===== config.mk =====
export PLATFORM = sky130hd
export DESIGN_NAME = clipmap_ring_block_emitter
export DESIGN_NICKNAME = d
export VERILOG_FILES = /design/src/crbe_pkg.sv /design/src/crbe_front.sv /design/src/crbe_cmd_queue.sv /design/src/crbe_back.sv /design/src/clipmap_ring_block_emitter.sv
export SDC_FILE = /design/constraint.sdc
export NUM_CORES = 2
export LEC_CHECK = 0
export BUFFER_PORTS_ARGS = -buffer_cell sky130_fd_sc_hd__buf_2
export CAP_MARGIN = 20
export CELL_PAD_IN_SITES_DETAIL_PLACEMENT = 0
export CELL_PAD_IN_SITES_GLOBAL_PLACEMENT = 2
export CORE_ASPECT_RATIO = 2
export CORE_MARGIN = 2
export CORE_UTILIZATION = 44
export CTS_CLUSTER_DIAMETER = 80
export DETAILED_ROUTE_END_ITERATION = 10
export GPL_TIMING_DRIVEN = 0
export PLACE_DENSITY_LB_ADDON = 0.3
export SETUP_SLACK_MARGIN = 0.1
export SLEW_MARGIN = 20
export SYNTH_ARGS = -nofsm -noshare
export SYNTH_HDL_FRONTEND = slang
export SYNTH_SLANG_ARGS = --single-unit

===== constraint.sdc =====
create_clock -name clk -period 26.7 [get_ports clk]
set_input_delay 2.67 -clock clk [delete_from_list [all_inputs] [get_ports clk]]
set_output_delay 2.67 -clock clk [all_outputs]
set_load 0.03 [all_outputs]

===== src/crbe_pkg.sv =====
`timescale 1ns / 1ps
// ----------------------------------------------------------------------------
// crbe_pkg: shared types and constants of the clipmap ring block emitter
// Holds the beat types of both channels, the command passed from the front
// end to the back end, register addresses and the fixed datapath widths.
// ----------------------------------------------------------------------------
package crbe_pkg;

	// Default values of the top level parameters.
	localparam int SIDE_BLOCKS_DEF = 4;
	localparam int MAX_LEVELS_DEF  = 16;
	localparam int CMD_DEPTH_DEF   = 2;

	// Fixed datapath widths.
	localparam int CAM_W   = 32;
	localparam int LEVEL_W = 4;
	localparam int OFS_W   = 48;
	localparam int SCALE_W = 31;
	localparam int BWS_W   = 39;
	localparam int POS_W   = 50;
	localparam int CNT_W   = 7;
	localparam int STEP_W  = 5;
	localparam int BSIZE_W = 8;
	localparam int RES_W   = 16;

	// Register reset values.
	localparam logic [BSIZE_W-1:0] BLOCK_SIZE_RST = 8'd32;
	localparam logic [RES_W-1:0]   RESOLUTION_RST = 16'd256;

	// Register index, taken from paddr[2].
	localparam logic REG_BLOCK_SIZE = 1'b0;
	localparam logic REG_RESOLUTION = 1'b1;

	// Input beat.
	typedef struct packed {
		logic signed [CAM_W-1:0] cam_x;
		logic signed [CAM_W-1:0] cam_z;
		logic [LEVEL_W-1:0]      level;
	} item_t;

	// Output beat.
	typedef struct packed {
		logic signed [OFS_W-1:0] offset_x;
		logic signed [OFS_W-1:0] offset_z;
		logic [SCALE_W-1:0]      block_scale;
		logic [LEVEL_W-1:0]      out_level;
		logic                    last;
		logic [CNT_W-1:0]        level_block_count;
	} blk_t;

	// One level's walk, as prepared by the front end.
	typedef struct packed {
		logic signed [POS_W-1:0] start_x;
		logic signed [POS_W-1:0] start_z;
		logic signed [POS_W-1:0] bws;
		logic signed [POS_W-1:0] fmin_x;
		logic signed [POS_W-1:0] fmax_x;
		logic signed [POS_W-1:0] fmin_z;
		logic signed [POS_W-1:0] fmax_z;
		logic                    skip_en;
		logic [SCALE_W-1:0]      scale;
		logic [LEVEL_W-1:0]      level;
	} cmd_t;

endpackage


===== src/crbe_front.sv =====
`timescale 1ns / 1ps
// ----------------------------------------------------------------------------
// crbe_front: register file, snap divider and command builder
// Takes one camera beat, snaps it to the level's block grid with a serial
// remainder divider and builds the walk command for the back end.
// ----------------------------------------------------------------------------
module crbe_front
	import crbe_pkg::*;
#(
	parameter int SIDE_BLOCKS = SIDE_BLOCKS_DEF,
	parameter int MAX_LEVELS  = MAX_LEVELS_DEF
) (
	input  logic         clk,
	input  logic         arst_n,
	input  logic         psel,
	input  logic         penable,
	input  logic         pwrite,
	input  logic [2:0]   paddr,
	input  logic [31:0]  pwdata,
	output logic [31:0]  prdata,
	output logic         pready,
	input  logic         item_valid,
	output logic         item_stall,
	input  item_t        item,
	output logic         cmd_push,
	output cmd_t         cmd,
	input  logic         cmd_full
);

	localparam int HALF = SIDE_BLOCKS / 2;

	typedef enum logic [5:0] {
		ST_IDLE  = 6'b000001,
		ST_SCALE = 6'b000010,
		ST_DIV   = 6'b000100,
		ST_ADJ   = 6'b001000,
		ST_SNAP  = 6'b010000,
		ST_PUSH  = 6'b100000
	} state_t;

	state_t state_q;

	logic [BSIZE_W-1:0]      block_size_q;
	logic [RES_W-1:0]        resolution_q;
	logic signed [CAM_W-1:0] cx_q, cz_q;
	logic [LEVEL_W-1:0]      lvl_q;
	logic [SCALE_W-1:0]      scale_q;
	logic [BWS_W-1:0]        bws_q;
	logic signed [POS_W-1:0] hb_q;
	logic [CAM_W-1:0]        ax_q, az_q;
	logic [BWS_W-1:0]        rx_q, rz_q;
	logic [BWS_W-1:0]        adjx_q, adjz_q;
	logic [STEP_W-1:0]       step_q;
	logic signed [POS_W-1:0] sx_q, sz_q, emb_q;
	logic signed [OFS_W-1:0] fsx_q, fsz_q;

	logic                    wr_en;
	logic                    accept;
	logic [SCALE_W-1:0]      scale_nxt;
	logic [BWS_W:0]          tx, tz;
	logic signed [POS_W-1:0] ext, fsx_w, fsz_w;

	// Configuration port: pready is tied high, so accesses never wait.
	assign pready = 1'b1;
	assign wr_en  = psel && penable && pwrite;
	assign prdata = (paddr[2] == REG_RESOLUTION) ? {16'b0, resolution_q} :
		{24'b0, block_size_q};

	always_ff @(posedge clk or negedge arst_n) begin
		if (!arst_n) begin
			block_size_q <= BLOCK_SIZE_RST;
			resolution_q <= RESOLUTION_RST;
		end else if (wr_en) begin
			unique case (paddr[2])
				REG_BLOCK_SIZE: block_size_q <= pwdata[BSIZE_W-1:0];
				REG_RESOLUTION: resolution_q <= pwdata[RES_W-1:0];
				default:        block_size_q <= block_size_q;
			endcase
		end
	end

	// Input handshake: one item at a time.
	assign item_stall = (state_q != ST_IDLE);
	assign accept     = item_valid && !item_stall;

	// Level cell size and one restoring step per axis.
	assign scale_nxt = SCALE_W'(resolution_q) << lvl_q;
	assign tx        = {rx_q, ax_q[CAM_W-1]};
	assign tz        = {rz_q, az_q[CAM_W-1]};

	// Finer footprint from the stored snap point.
	assign ext   = hb_q >>> 1;
	assign fsx_w = POS_W'(fsx_q);
	assign fsz_w = POS_W'(fsz_q);

	always_comb begin
		cmd.start_x = sx_q - hb_q;
		cmd.start_z = sz_q - hb_q;
		cmd.bws     = signed'(POS_W'(bws_q));
		cmd.fmin_x  = fsx_w - ext;
		cmd.fmax_x  = fsx_w + emb_q;
		cmd.fmin_z  = fsz_w - ext;
		cmd.fmax_z  = fsz_w + emb_q;
		cmd.skip_en = (lvl_q != '0);
		cmd.scale   = scale_q;
		cmd.level   = lvl_q;
	end

	assign cmd_push = (state_q == ST_PUSH) && !cmd_full;

	// Sequencer.
	always_ff @(posedge clk or negedge arst_n) begin
		if (!arst_n) begin
			state_q <= ST_IDLE;
			step_q  <= '0;
			fsx_q   <= '0;
			fsz_q   <= '0;
		end else begin
			unique case (state_q)
				ST_IDLE: begin
					if (accept && ({1'b0, item.level} < (LEVEL_W+1)'(MAX_LEVELS))) begin
						state_q <= ST_SCALE;
					end
				end
				ST_SCALE: begin
					step_q  <= '0;
					state_q <= ST_DIV;
				end
				ST_DIV: begin
					step_q <= step_q + STEP_W'(1);
					if (step_q == STEP_W'(CAM_W - 1)) begin
						state_q <= ST_ADJ;
					end
				end
				ST_ADJ: begin
					state_q <= ST_SNAP;
				end
				ST_SNAP: begin
					state_q <= ST_PUSH;
				end
				ST_PUSH: begin
					if (!cmd_full) begin
						fsx_q   <= sx_q[OFS_W-1:0];
						fsz_q   <= sz_q[OFS_W-1:0];
						state_q <= ST_IDLE;
					end
				end
				default: state_q <= ST_IDLE;
			endcase
		end
	end

	// Datapath registers.
	always_ff @(posedge clk) begin
		if (accept) begin
			cx_q  <= item.cam_x;
			cz_q  <= item.cam_z;
			lvl_q <= item.level;
		end
		if (state_q == ST_SCALE) begin
			scale_q <= scale_nxt;
			bws_q   <= BWS_W'(block_size_q) * BWS_W'(scale_nxt);
			ax_q    <= cx_q[CAM_W-1] ? CAM_W'(-cx_q) : CAM_W'(cx_q);
			az_q    <= cz_q[CAM_W-1] ? CAM_W'(-cz_q) : CAM_W'(cz_q);
			rx_q    <= '0;
			rz_q    <= '0;
		end
		// One remainder bit per cycle on both axes.
		if (state_q == ST_DIV) begin
			hb_q <= signed'(POS_W'(bws_q) * POS_W'(HALF));
			ax_q <= ax_q << 1;
			az_q <= az_q << 1;
			rx_q <= (tx >= (BWS_W+1)'(bws_q)) ? BWS_W'(tx - (BWS_W+1)'(bws_q)) :
				tx[BWS_W-1:0];
			rz_q <= (tz >= (BWS_W+1)'(bws_q)) ? BWS_W'(tz - (BWS_W+1)'(bws_q)) :
				tz[BWS_W-1:0];
		end
		// Floored snap: a negative coordinate with a remainder goes one block down.
		if (state_q == ST_ADJ) begin
			adjx_q <= (cx_q[CAM_W-1] && (rx_q != '0)) ? (bws_q - rx_q) : rx_q;
			adjz_q <= (cz_q[CAM_W-1] && (rz_q != '0)) ? (bws_q - rz_q) : rz_q;
		end
		if (state_q == ST_SNAP) begin
			sx_q  <= (bws_q == '0) ? '0 : (POS_W'(cx_q) - signed'(POS_W'(adjx_q)));
			sz_q  <= (bws_q == '0) ? '0 : (POS_W'(cz_q) - signed'(POS_W'(adjz_q)));
			emb_q <= ext - signed'(POS_W'(bws_q));
		end
	end

endmodule


===== src/crbe_cmd_queue.sv =====
`timescale 1ns / 1ps
// ----------------------------------------------------------------------------
// crbe_cmd_queue: short command queue between front and back end
// A small register FIFO that lets the divider and the block walk stall
// independently of each other.
// ----------------------------------------------------------------------------
module crbe_cmd_queue
	import crbe_pkg::*;
#(
	parameter int DEPTH = CMD_DEPTH_DEF
) (
	input  logic clk,
	input  logic arst_n,
	input  logic push,
	input  cmd_t wdata,
	output logic full,
	input  logic pop,
	output logic valid,
	output cmd_t rdata
);

	localparam int PW = (DEPTH > 1) ? $clog2(DEPTH) : 1;
	localparam int CW = $clog2(DEPTH + 1);

	cmd_t          mem_q [DEPTH];
	logic [PW-1:0] wr_ptr_q, rd_ptr_q;
	logic [CW-1:0] count_q;
	logic          do_push, do_pop;

	assign full    = (count_q == CW'(DEPTH));
	assign valid   = (count_q != '0);
	assign do_push = push && !full;
	assign do_pop  = pop && valid;
	assign rdata   = mem_q[rd_ptr_q];

	// Storage.
	always_ff @(posedge clk) begin
		if (do_push) begin
			mem_q[wr_ptr_q] <= wdata;
		end
	end

	// Pointers and fill level.
	always_ff @(posedge clk or negedge arst_n) begin
		if (!arst_n) begin
			wr_ptr_q <= '0;
			rd_ptr_q <= '0;
			count_q  <= '0;
		end else begin
			if (do_push) begin
				wr_ptr_q <= (wr_ptr_q == PW'(DEPTH - 1)) ? '0 : wr_ptr_q + PW'(1);
			end
			if (do_pop) begin
				rd_ptr_q <= (rd_ptr_q == PW'(DEPTH - 1)) ? '0 : rd_ptr_q + PW'(1);
			end
			if (do_push && !do_pop) begin
				count_q <= count_q + CW'(1);
			end else if (do_pop && !do_push) begin
				count_q <= count_q - CW'(1);
			end
		end
	end

endmodule


===== src/crbe_back.sv =====
`timescale 1ns / 1ps
// ----------------------------------------------------------------------------
// crbe_back: block walk and result emitter
// Walks the square block grid of one level, one block per cycle while the
// output is not stalled, drops the blocks covered by the finer footprint and
// holds one kept block back so that the final one can carry the level's count.
// ----------------------------------------------------------------------------
module crbe_back
	import crbe_pkg::*;
#(
	parameter int SIDE_BLOCKS = SIDE_BLOCKS_DEF
) (
	input  logic clk,
	input  logic arst_n,
	input  logic cmd_valid,
	input  cmd_t cmd,
	output logic cmd_pop,
	output logic blk_valid,
	input  logic blk_stall,
	output blk_t blk
);

	localparam int HALF = SIDE_BLOCKS / 2;
	localparam int SIDE = 2 * HALF;
	localparam int XW   = (SIDE > 1) ? $clog2(SIDE) : 1;

	cmd_t                    cmd_q;
	logic                    busy_q, done_q;
	logic [XW-1:0]           col_q, row_q;
	logic signed [POS_W-1:0] ox_q, oz_q;
	logic [CNT_W-1:0]        cnt_q;
	logic                    hv_q;
	logic signed [POS_W-1:0] hx_q, hz_q;
	logic                    ov_q;
	blk_t                    o_q;

	logic o_free, cand, covered, kept, step, finish, load_o;

	// Finer footprint test, inclusive on all four sides.
	assign covered = cmd_q.skip_en && (ox_q >= cmd_q.fmin_x) && (ox_q <= cmd_q.fmax_x) &&
		(oz_q >= cmd_q.fmin_z) && (oz_q <= cmd_q.fmax_z);

	assign o_free  = !ov_q || !blk_stall;
	assign cand    = busy_q && !done_q;
	assign kept    = !covered;
	assign step    = cand && (covered || !hv_q || o_free);
	assign finish  = busy_q && done_q && (!hv_q || o_free);
	assign load_o  = (step && kept && hv_q) || (finish && hv_q);
	assign cmd_pop = !busy_q && cmd_valid;

	assign blk_valid = ov_q;
	assign blk       = o_q;

	// Walk control.
	always_ff @(posedge clk or negedge arst_n) begin
		if (!arst_n) begin
			busy_q <= 1'b0;
			done_q <= 1'b0;
			hv_q   <= 1'b0;
			ov_q   <= 1'b0;
			col_q  <= '0;
			row_q  <= '0;
			cnt_q  <= '0;
		end else begin
			if (cmd_pop) begin
				busy_q <= 1'b1;
				done_q <= 1'b0;
				col_q  <= '0;
				row_q  <= '0;
				cnt_q  <= '0;
			end
			if (step) begin
				if (kept) begin
					hv_q  <= 1'b1;
					cnt_q <= cnt_q + CNT_W'(1);
				end
				if (col_q == XW'(SIDE - 1)) begin
					col_q <= '0;
					if (row_q == XW'(SIDE - 1)) begin
						done_q <= 1'b1;
					end else begin
						row_q <= row_q + XW'(1);
					end
				end else begin
					col_q <= col_q + XW'(1);
				end
			end
			if (finish) begin
				busy_q <= 1'b0;
				hv_q   <= 1'b0;
			end
			// Output register.
			if (load_o) begin
				ov_q <= 1'b1;
			end else if (!blk_stall) begin
				ov_q <= 1'b0;
			end
		end
	end

	// Walk positions, held block and output beat.
	always_ff @(posedge clk) begin
		if (cmd_pop) begin
			cmd_q <= cmd;
			ox_q  <= cmd.start_x;
			oz_q  <= cmd.start_z;
		end
		if (step) begin
			if (col_q == XW'(SIDE - 1)) begin
				ox_q <= cmd_q.start_x;
				oz_q <= oz_q + cmd_q.bws;
			end else begin
				ox_q <= ox_q + cmd_q.bws;
			end
			if (kept) begin
				hx_q <= ox_q;
				hz_q <= oz_q;
			end
		end
		if (load_o) begin
			o_q.offset_x          <= hx_q[OFS_W-1:0];
			o_q.offset_z          <= hz_q[OFS_W-1:0];
			o_q.block_scale       <= cmd_q.scale;
			o_q.out_level         <= cmd_q.level;
			o_q.last              <= finish;
			o_q.level_block_count <= finish ? cnt_q : '0;
		end
	end

endmodule


===== src/clipmap_ring_block_emitter.sv =====
`timescale 1ns / 1ps
// ----------------------------------------------------------------------------
// clipmap_ring_block_emitter: clipmap ring block selection
// Snaps a camera position to a level's block grid and emits every block of
// the surrounding square that is not covered by the finer level's footprint.
//
//   channel  handshake                  beat
//   item     item_valid / item_stall    item_t (cam_x, cam_z, level)
//   blk      blk_valid / blk_stall      blk_t (offsets, scale, level, last, count)
//   config   psel/penable/pwrite/pready paddr, pwdata, prdata
//
// The front end takes one item at a time, through a 32-step remainder divider,
// and holds item_stall until its command is in the queue. The back end loads
// a command, walks (2*(SIDE_BLOCKS/2))^2 blocks, one a cycle while the output
// is not stalled, and then flushes the last held block. A command queue sits
// between them, so a stalled result stream only stops the front end once the
// queue is full. Items with a level not below MAX_LEVELS are taken and dropped.
// Reset is asynchronous and needs no clearing pass.
// ----------------------------------------------------------------------------
module clipmap_ring_block_emitter
	import crbe_pkg::*;
#(
	parameter int SIDE_BLOCKS = SIDE_BLOCKS_DEF,
	parameter int MAX_LEVELS  = MAX_LEVELS_DEF,
	parameter int CMD_DEPTH   = CMD_DEPTH_DEF
) (
	input  logic        clk,
	input  logic        arst_n,
	input  logic        psel,
	input  logic        penable,
	input  logic        pwrite,
	input  logic [2:0]  paddr,
	input  logic [31:0] pwdata,
	output logic [31:0] prdata,
	output logic        pready,
	input  logic        item_valid,
	output logic        item_stall,
	input  item_t       item,
	output logic        blk_valid,
	input  logic        blk_stall,
	output blk_t        blk
);

	logic cmd_push, cmd_full, cmd_pop, cmd_valid;
	cmd_t cmd_wr, cmd_rd;

	// Front end: registers, snap divider, command builder.
	crbe_front #(
		.SIDE_BLOCKS (SIDE_BLOCKS),
		.MAX_LEVELS  (MAX_LEVELS)
	) u_front (
		.clk        (clk),
		.arst_n     (arst_n),
		.psel       (psel),
		.penable    (penable),
		.pwrite     (pwrite),
		.paddr      (paddr),
		.pwdata     (pwdata),
		.prdata     (prdata),
		.pready     (pready),
		.item_valid (item_valid),
		.item_stall (item_stall),
		.item       (item),
		.cmd_push   (cmd_push),
		.cmd        (cmd_wr),
		.cmd_full   (cmd_full)
	);

	// Command queue.
	crbe_cmd_queue #(
		.DEPTH (CMD_DEPTH)
	) u_queue (
		.clk    (clk),
		.arst_n (arst_n),
		.push   (cmd_push),
		.wdata  (cmd_wr),
		.full   (cmd_full),
		.pop    (cmd_pop),
		.valid  (cmd_valid),
		.rdata  (cmd_rd)
	);

	// Back end: block walk and emitter.
	crbe_back #(
		.SIDE_BLOCKS (SIDE_BLOCKS)
	) u_back (
		.clk       (clk),
		.arst_n    (arst_n),
		.cmd_valid (cmd_valid),
		.cmd       (cmd_rd),
		.cmd_pop   (cmd_pop),
		.blk_valid (blk_valid),
		.blk_stall (blk_stall),
		.blk       (blk)
	);

endmodule

# [After elaboration in Yosys (flattened, before gate mapping)]
# Memories as Yosys holds them, arrays and structs flattened.
# Index checks and enable logic that the tools add are counted.
[totals] regBits=1368 ram_bits=750 n_memories=1
[memory_table] name="u_queue.mem_q" words=2 word_bits=375 read_ports=1 rd_clocked_by_memory_dff=0 write_ports=1 line_no="crbe_cmd_queue.sv:25" rtl="cmd_t mem_q [DEPTH];"
[op_classes] n_addsub=25 multipliers=1 order_cmp=6 n_eq_ne=16 shift=1 n_mux=52 n_bitwise=3 n_reduce_logical=53
[ops] operator="2-to-1 mux 50 bit" n=6
[ops] operator="2-to-1 mux 39 bit" n=7
[ops] operator="2-to-1 mux 32 bit" n=6
[ops] operator="subtractor 39 bit" n=4
[ops] operator="adder 48 x 50 -> 50 bit" n=2
[ops] operator="adder 50 bit" n=2
[ops] operator="greater-or-equal comparator 50 bit" n=2
[ops] operator="<= comparator 50 bit" n=2
[ops] operator="subtractor 50 x 41 -> 50 bit" n=2
[ops] operator="subtractor 48 x 40 -> 49 bit" n=2
[ops] operator="subtractor 32 x 40 -> 41 bit" n=2
[ops] operator="greater-or-equal comparator 40 x 39 -> 1 bit" n=2
[ops] operator="nonzero test 39 bit" n=2
[ops] operator="negator 32 bit" n=2
[ops] operator="subtractor 39 x 39 -> 40 bit" n=1
[ops] operator="zero test 39 bit" n=1
[ops] operator="multiplier 8 x 31 -> 39 bit" n=1
[ops] operator="one-hot mux 6 bit (6 select lines)" n=1
[ops] operator="left shift 16 x 4 -> 31 bit" n=1
[ops] operator="logical AND 1 bit" n=22
[ops] operator="2-to-1 mux 7 bit" n=3
[ops] operator="2-to-1 mux 2 bit" n=9
[ops] operator="2-to-1 mux 6 bit" n=3
[ops] operator="2-to-1 mux 16 bit" n=1
[ops] operator="other kinds (25)" n=71

# [Depth between registers and ports, before layout]
[depth] depth_word=12 ltp_mapped=29 mapped_depth_nobuf=27

# [By module]
# A second synthesis with hierarchy kept.
[hier_totals] cells_unflattened=10477 area_unflattened_um2=121262.6
[modules_own_cells] mod="crbe_front" instances=1 cells_per_inst=6721 area_each_um2=59823.6
[modules_own_cells] mod="crbe_back" instances=1 cells_per_inst=2536 area_each_um2=33259.4
[modules_own_cells] mod="crbe_cmd_queue" instances=1 cells_per_inst=1220 area_each_um2=28179.5

# [Least setup slack after synthesis]
# Ideal clock, no wire load.
[synth_timing] path_kind="reg-to-reg" from="register u_front.state_q[1]" to="memory u_queue.mem_q[0][0] in the netlist's numbering (enable)" setup_time_ns=1.118 arrival_time_ns=17.330 t_required_ns=25.582 slack_ns=8.252 path_stages_with_launch=6 n_path_buf=2 synth_period_minus_slack_ns=18.448 path_cell_list="dfrtp_1 or4_1 or4b_2 clkbuf_1 clkbuf_1 nor2_1"
[synth_between] elab_chain_cells=5
[synth_rtl] element="start, declared" line_no="crbe_front.sv:41" rtl="state_t state_q;"
[synth_rtl] element="start signal, assigned" line_no="crbe_front.sv:114" rtl="state_q <= ST_IDLE;"
[synth_rtl] element="start signal, assigned" line_no="crbe_front.sv:122" rtl="state_q <= ST_SCALE;"
[synth_rtl] element="start signal, assigned" line_no="crbe_front.sv:127" rtl="state_q <= ST_DIV;"
[synth_rtl] element="equality test 6 bit" line_no="crbe_front.sv:109" rtl="assign cmd_push = (state_q == ST_PUSH) && !cmd_full;"
[synth_rtl] element="logical AND 1 bit" line_no="crbe_front.sv:109"
[synth_rtl] element="logical AND 1 bit" line_no="crbe_cmd_queue.sv:32" rtl="assign do_push = push && !full;"
[synth_rtl] element="2-to-1 mux 1 bit" line_no="crbe_cmd_queue.sv:38" rtl="if (do_push) begin"
[synth_rtl] element="2-to-1 mux 1 bit (not written as such)" line_no="crbe_cmd_queue.sv:39" rtl="mem_q[wr_ptr_q] <= wdata;"
[synth_rtl] element="end, declared" line_no="crbe_cmd_queue.sv:25"
# Every way passes these cells.

# [Worst setup path in the final report]
[layout_timing] from="register u_front.lvl_q[1]" to="register u_front.bws_q[38] (data pin)"
[layout_between] elab_chain_cells=2
[layout_rtl] element="start, declared" line_no="crbe_front.sv:46" rtl="logic [LEVEL_W-1:0] lvl_q;"
[layout_rtl] element="start signal, assigned" line_no="crbe_front.sv:158" rtl="lvl_q <= item.level;"
[layout_rtl] element="left shift 16 x 4 -> 31 bit" line_no="crbe_front.sv:87" rtl="assign scale_nxt = SCALE_W'(resolution_q) << lvl_q;"
[layout_rtl] element="multiplier 8 x 31 -> 39 bit" line_no="crbe_front.sv:162" rtl="bws_q <= BWS_W'(block_size_q) * BWS_W'(scale_nxt);"
[layout_rtl] element="end signal, assigned" line_no="crbe_front.sv:162"
[layout_rtl] element="end, declared" line_no="crbe_front.sv:48" rtl="logic [BWS_W-1:0] bws_q;"
# Every way passes these cells.
# A chain may end at the register's enable or synchronous reset.

==> results.ini <==
[power]
leakagePower_nw = 53.1
powerDensity_nw_per_um2 = 92.4
peakVddDrop_v = 0.0000951
finalPower_mw = 12.2

[finish]
seq_area_um2 = 60600
nNetsFinal = 11900
layout-drive-gt1-share_pct = 11.3
layout_commonest_cell = edfxtp_1
fill_cells = 24100
final_cell_mix = edfxtp_1 (1871), nand2_1 (857), ha_1 (856), inv_1 (775), a21oi_1 (673)
syn2layout_area_growth_pct = 12.3
fin_cells = 14400
multi_input_area_um2 = 52700

[grt]
grt_use_met3_pct = 2.46
gr-total-overflow = 0
use_met2_pct = 49.7
top_usage_layer = met2
grt_antenna_before_repair = 21
track_usage_pct = 28.3
use_met1_pct = 33.4
grt_pass1_wl_mm = 555
grt_max_degree = 92
first_global_vias = 81500

[sta]
finalSetupViolCount = 0
hold_slack_ns = 0.350
slew_violations = 0
max_freq_mhz = 111
tns_ns = 0
worst_clock_skew_ns = 0.0863
worst_slack_ns = 17.69
fin_crit_sh_pct = 33.8
slew_headroom_pct = 13.6
tightest_slew_ns = 1.30
fin_crit_ns = 9.01
rsz0062_at_grt = no
hold_viol_final = 0

[logic_synthesis]
ys_types = 117
synth_area_um2 = 117000
yosysWarningCount = 0
synthCells = 10200
synth.avg_cell_area_um2 = 11.5
synth-seq-cells = 2059
synthArstFlopShare_pct = 6.61
synth_edf_count = 1871
synth_top_cell_by_area = edfxtp_1
synth_seq_area_share_pct = 51.8
synth_ff_type = edfxtp_1
synth_top_area_share_pct = 48.0
synthTopCellsByArea = edfxtp_1 (48%), ha_1 (9.1%), mux2_2 (3.5%)

[worst_setup_path]
rrSetupSlack_ns = 17.69
cp.arrival_ns = 9.60
crit_fanout = 10
endpoint_kind = flop
critPathLaunchType = flop
reg2reg_depth = 26
worst_ep_required_time_ns = 27.29
r2r-end = u_front.bws_q[38]
worstSetupPathType = flop to flop
r2r-start = u_front.lvl_q[1]

[worst_hold_path]
hp-start = u_back.cmd_q[22]
hold_end = u_back.blk[30]
worstHoldPathType = flop to flop
hold-path-cell-count = 0

[floorplanning]
die_h_um = 734
ios = 284
fp-row-count = 268
start_util_pct = 44.1
core_um2 = 266000
die_w_um = 369
dieArea_um2 = 271000

[clocking]
cts_tree = done
post_cts.repair.setup_buffers = 0
cts_max_path_buffers = 4
cts-root-buf = clkbuf_16
cts-resized-gates = 0
cts_buffers = 198
postCtsHoldBufs = 0
cts.htree.levels = 4
clkSinkCount = 2059
clkSlewWorstSetupHoldPaths_ns = 0.07
insertion_delay_ns = 0.91

[detailed_routing]
dr.pass1.iters = 8
route.detailed.drc = 0
drt_wl_total_mm = 387
ant_nets = 0
dr_total_vias = 80900
vias_per_cell = 5.62
drt_iter0_drc = 5881
wire_per_inst_um = 26.9

[job]
drv_cap = 0

[place]
portBuffers = 248
dp_hpwl_mm = 312
globalplace.congestion = 0.947
dp.cells = 14000
pre_cts_ws_ns = 17.83

[outcome]
status = complete, no violations

[flip-flops by register name (all words and copies together) (netlist names), 16 cells and up]
name                  flops
u_front.scale_q          31
u_front.adjz_q           39
u_back.hz_q              48
u_front.resolution_q     16
u_front.rz_q             39
u_front.sz_q             41
u_back.hx_q              48
u_front.cx_q             32
u_front.adjx_q           39
u_queue.mem_q           746
u_front.hb_q             39
u_front.rx_q             39
u_back.ox_q              50
u_front.ax_q             32
u_front.az_q             32
u_back.oz_q              50
u_front.fsz_q            41
u_front.cz_q             32
u_front.sx_q             41
u_front.fsx_q            41
u_front.emb_q            40
u_front.bws_q            39
u_back.blk              139
u_back.cmd_q            323
[layout make-up]
type / instances / area share (%)
sequential: 2059 / 46.1
tap: 3510 / 3.34
multi-input combinational: 7082 / 40.0
antenna: 12 / 0.0228
timing repair buffer: 329 / 2.20
clock inverter: 129 / 1.20
buffer: 272 / 0.882
clock buffer: 230 / 3.97
inverter: 783 / 2.25
[through the flow]
step / utilization [%] / instance area (µm²)
after floorplan: - / 117000
after global placement: 46.3 / 123000
after detailed placement: 47.0 / 125000
after CTS: 49.5 / 131000
after global routing: 49.5 / 131000
final: 49.5 / 132000
[cells by family after synthesis]
logic type	count (synthesis)	share of synthesized area (%)
AND/OR/NAND/NOR	2598	10.5
XOR/XNOR	577	4.31
flip-flops	2059	51.8
adder cells (fa/ha/maj)	1045	12.4
multiplexers	507	4.77
AO/OA/AOI/OAI	2338	12.8
buffers and inverters	1055	3.46
other	2	0.00641
[worst max path at each step]
stage / startpoint / end / slack [ns] / cells after the start
floorplan: u_front.state_q[1] / u_queue.mem_q[0][0] / 8.25 / 5
global placement: u_front.state_q[1] / u_queue.mem_q[0][17] / -3.67 / 5
detailed placement: u_front.lvl_q[1] / u_front.bws_q[38] / 17.83 / 26
CTS: u_front.lvl_q[1] / u_front.bws_q[38] / 17.79 / 26
global route: u_front.lvl_q[1] / u_front.bws_q[38] / 17.19 / 28
finish: u_front.lvl_q[1] / u_front.bws_q[38] / 17.69 / 26
[critical path, cell delays in order, from the launching register on]
cell and delay, ns:
edfxtp_1 0.41, clkbuf_1 0.33, clkbuf_1 0.45, clkbuf_1 0.40
nor2_1 0.11, nand2_1 0.38, nor2_1 0.07, a21oi_1 0.78
nand2_1 0.11, o21ai_1 0.58, nor2_1 0.13, fa_1 0.54
fa_1 0.60, fa_1 0.46, fa_1 0.49, ha_1 0.37
a21o_1 0.18, a21oi_1 0.14, o22ai_1 0.09, or3_1 0.48
a221o_1 0.46, a211oi_2 0.34, o31ai_1 0.17, o41ai_2 0.31
o21bai_1 0.10, a21oi_1 0.18, xnor2_1 0.08
[where the power goes]
| part | internal, mW | leakage, nW | switching [mW] |
|---|---|---|---|
| Combinational | 1.77 | 30.5 | 2.98 |
| Clock | 1.70 | 3.29 | 1.31 |
| Sequential | 3.97 | 19.3 | 0.419 |
[layer usage]
metal | up-vias | part of all wire [%]
li1 | 38400 | -
met1 | 39900 | 39
met2 | 2018 | 50
met3 | 634 | 3.9
met4 | 2 | 7.2
met5 | - | 0.0031
[synth_stat cells, types with 26 or more instances]
master	n
edfxtp_1	1871
xor2_1	237
o31ai_1	66
o21bai_1	93
a211oi_1	75
o21a_1	132
nand2_1	858
and2_1	134
or3_1	36
clkbuf_1	209
fa_1	189
or2_2	39
xnor2_1	340
nor2b_1	102
dfxtp_1	52
inv_1	779
a21oi_1	673
nand3_1	129
a31oi_1	82
mux2_2	369
and3_1	106
nand4_1	83
nand2b_1	110
o21ai_0	507
nor3_1	167
a21o_1	345
o211ai_1	44
buf_1	26
ha_1	856
nor2_1	653
nor4_1	74
o21ai_1	28
dfrtp_1	133
mux2i_1	134
No activity file was read; power rests on OpenSTA's default activity.
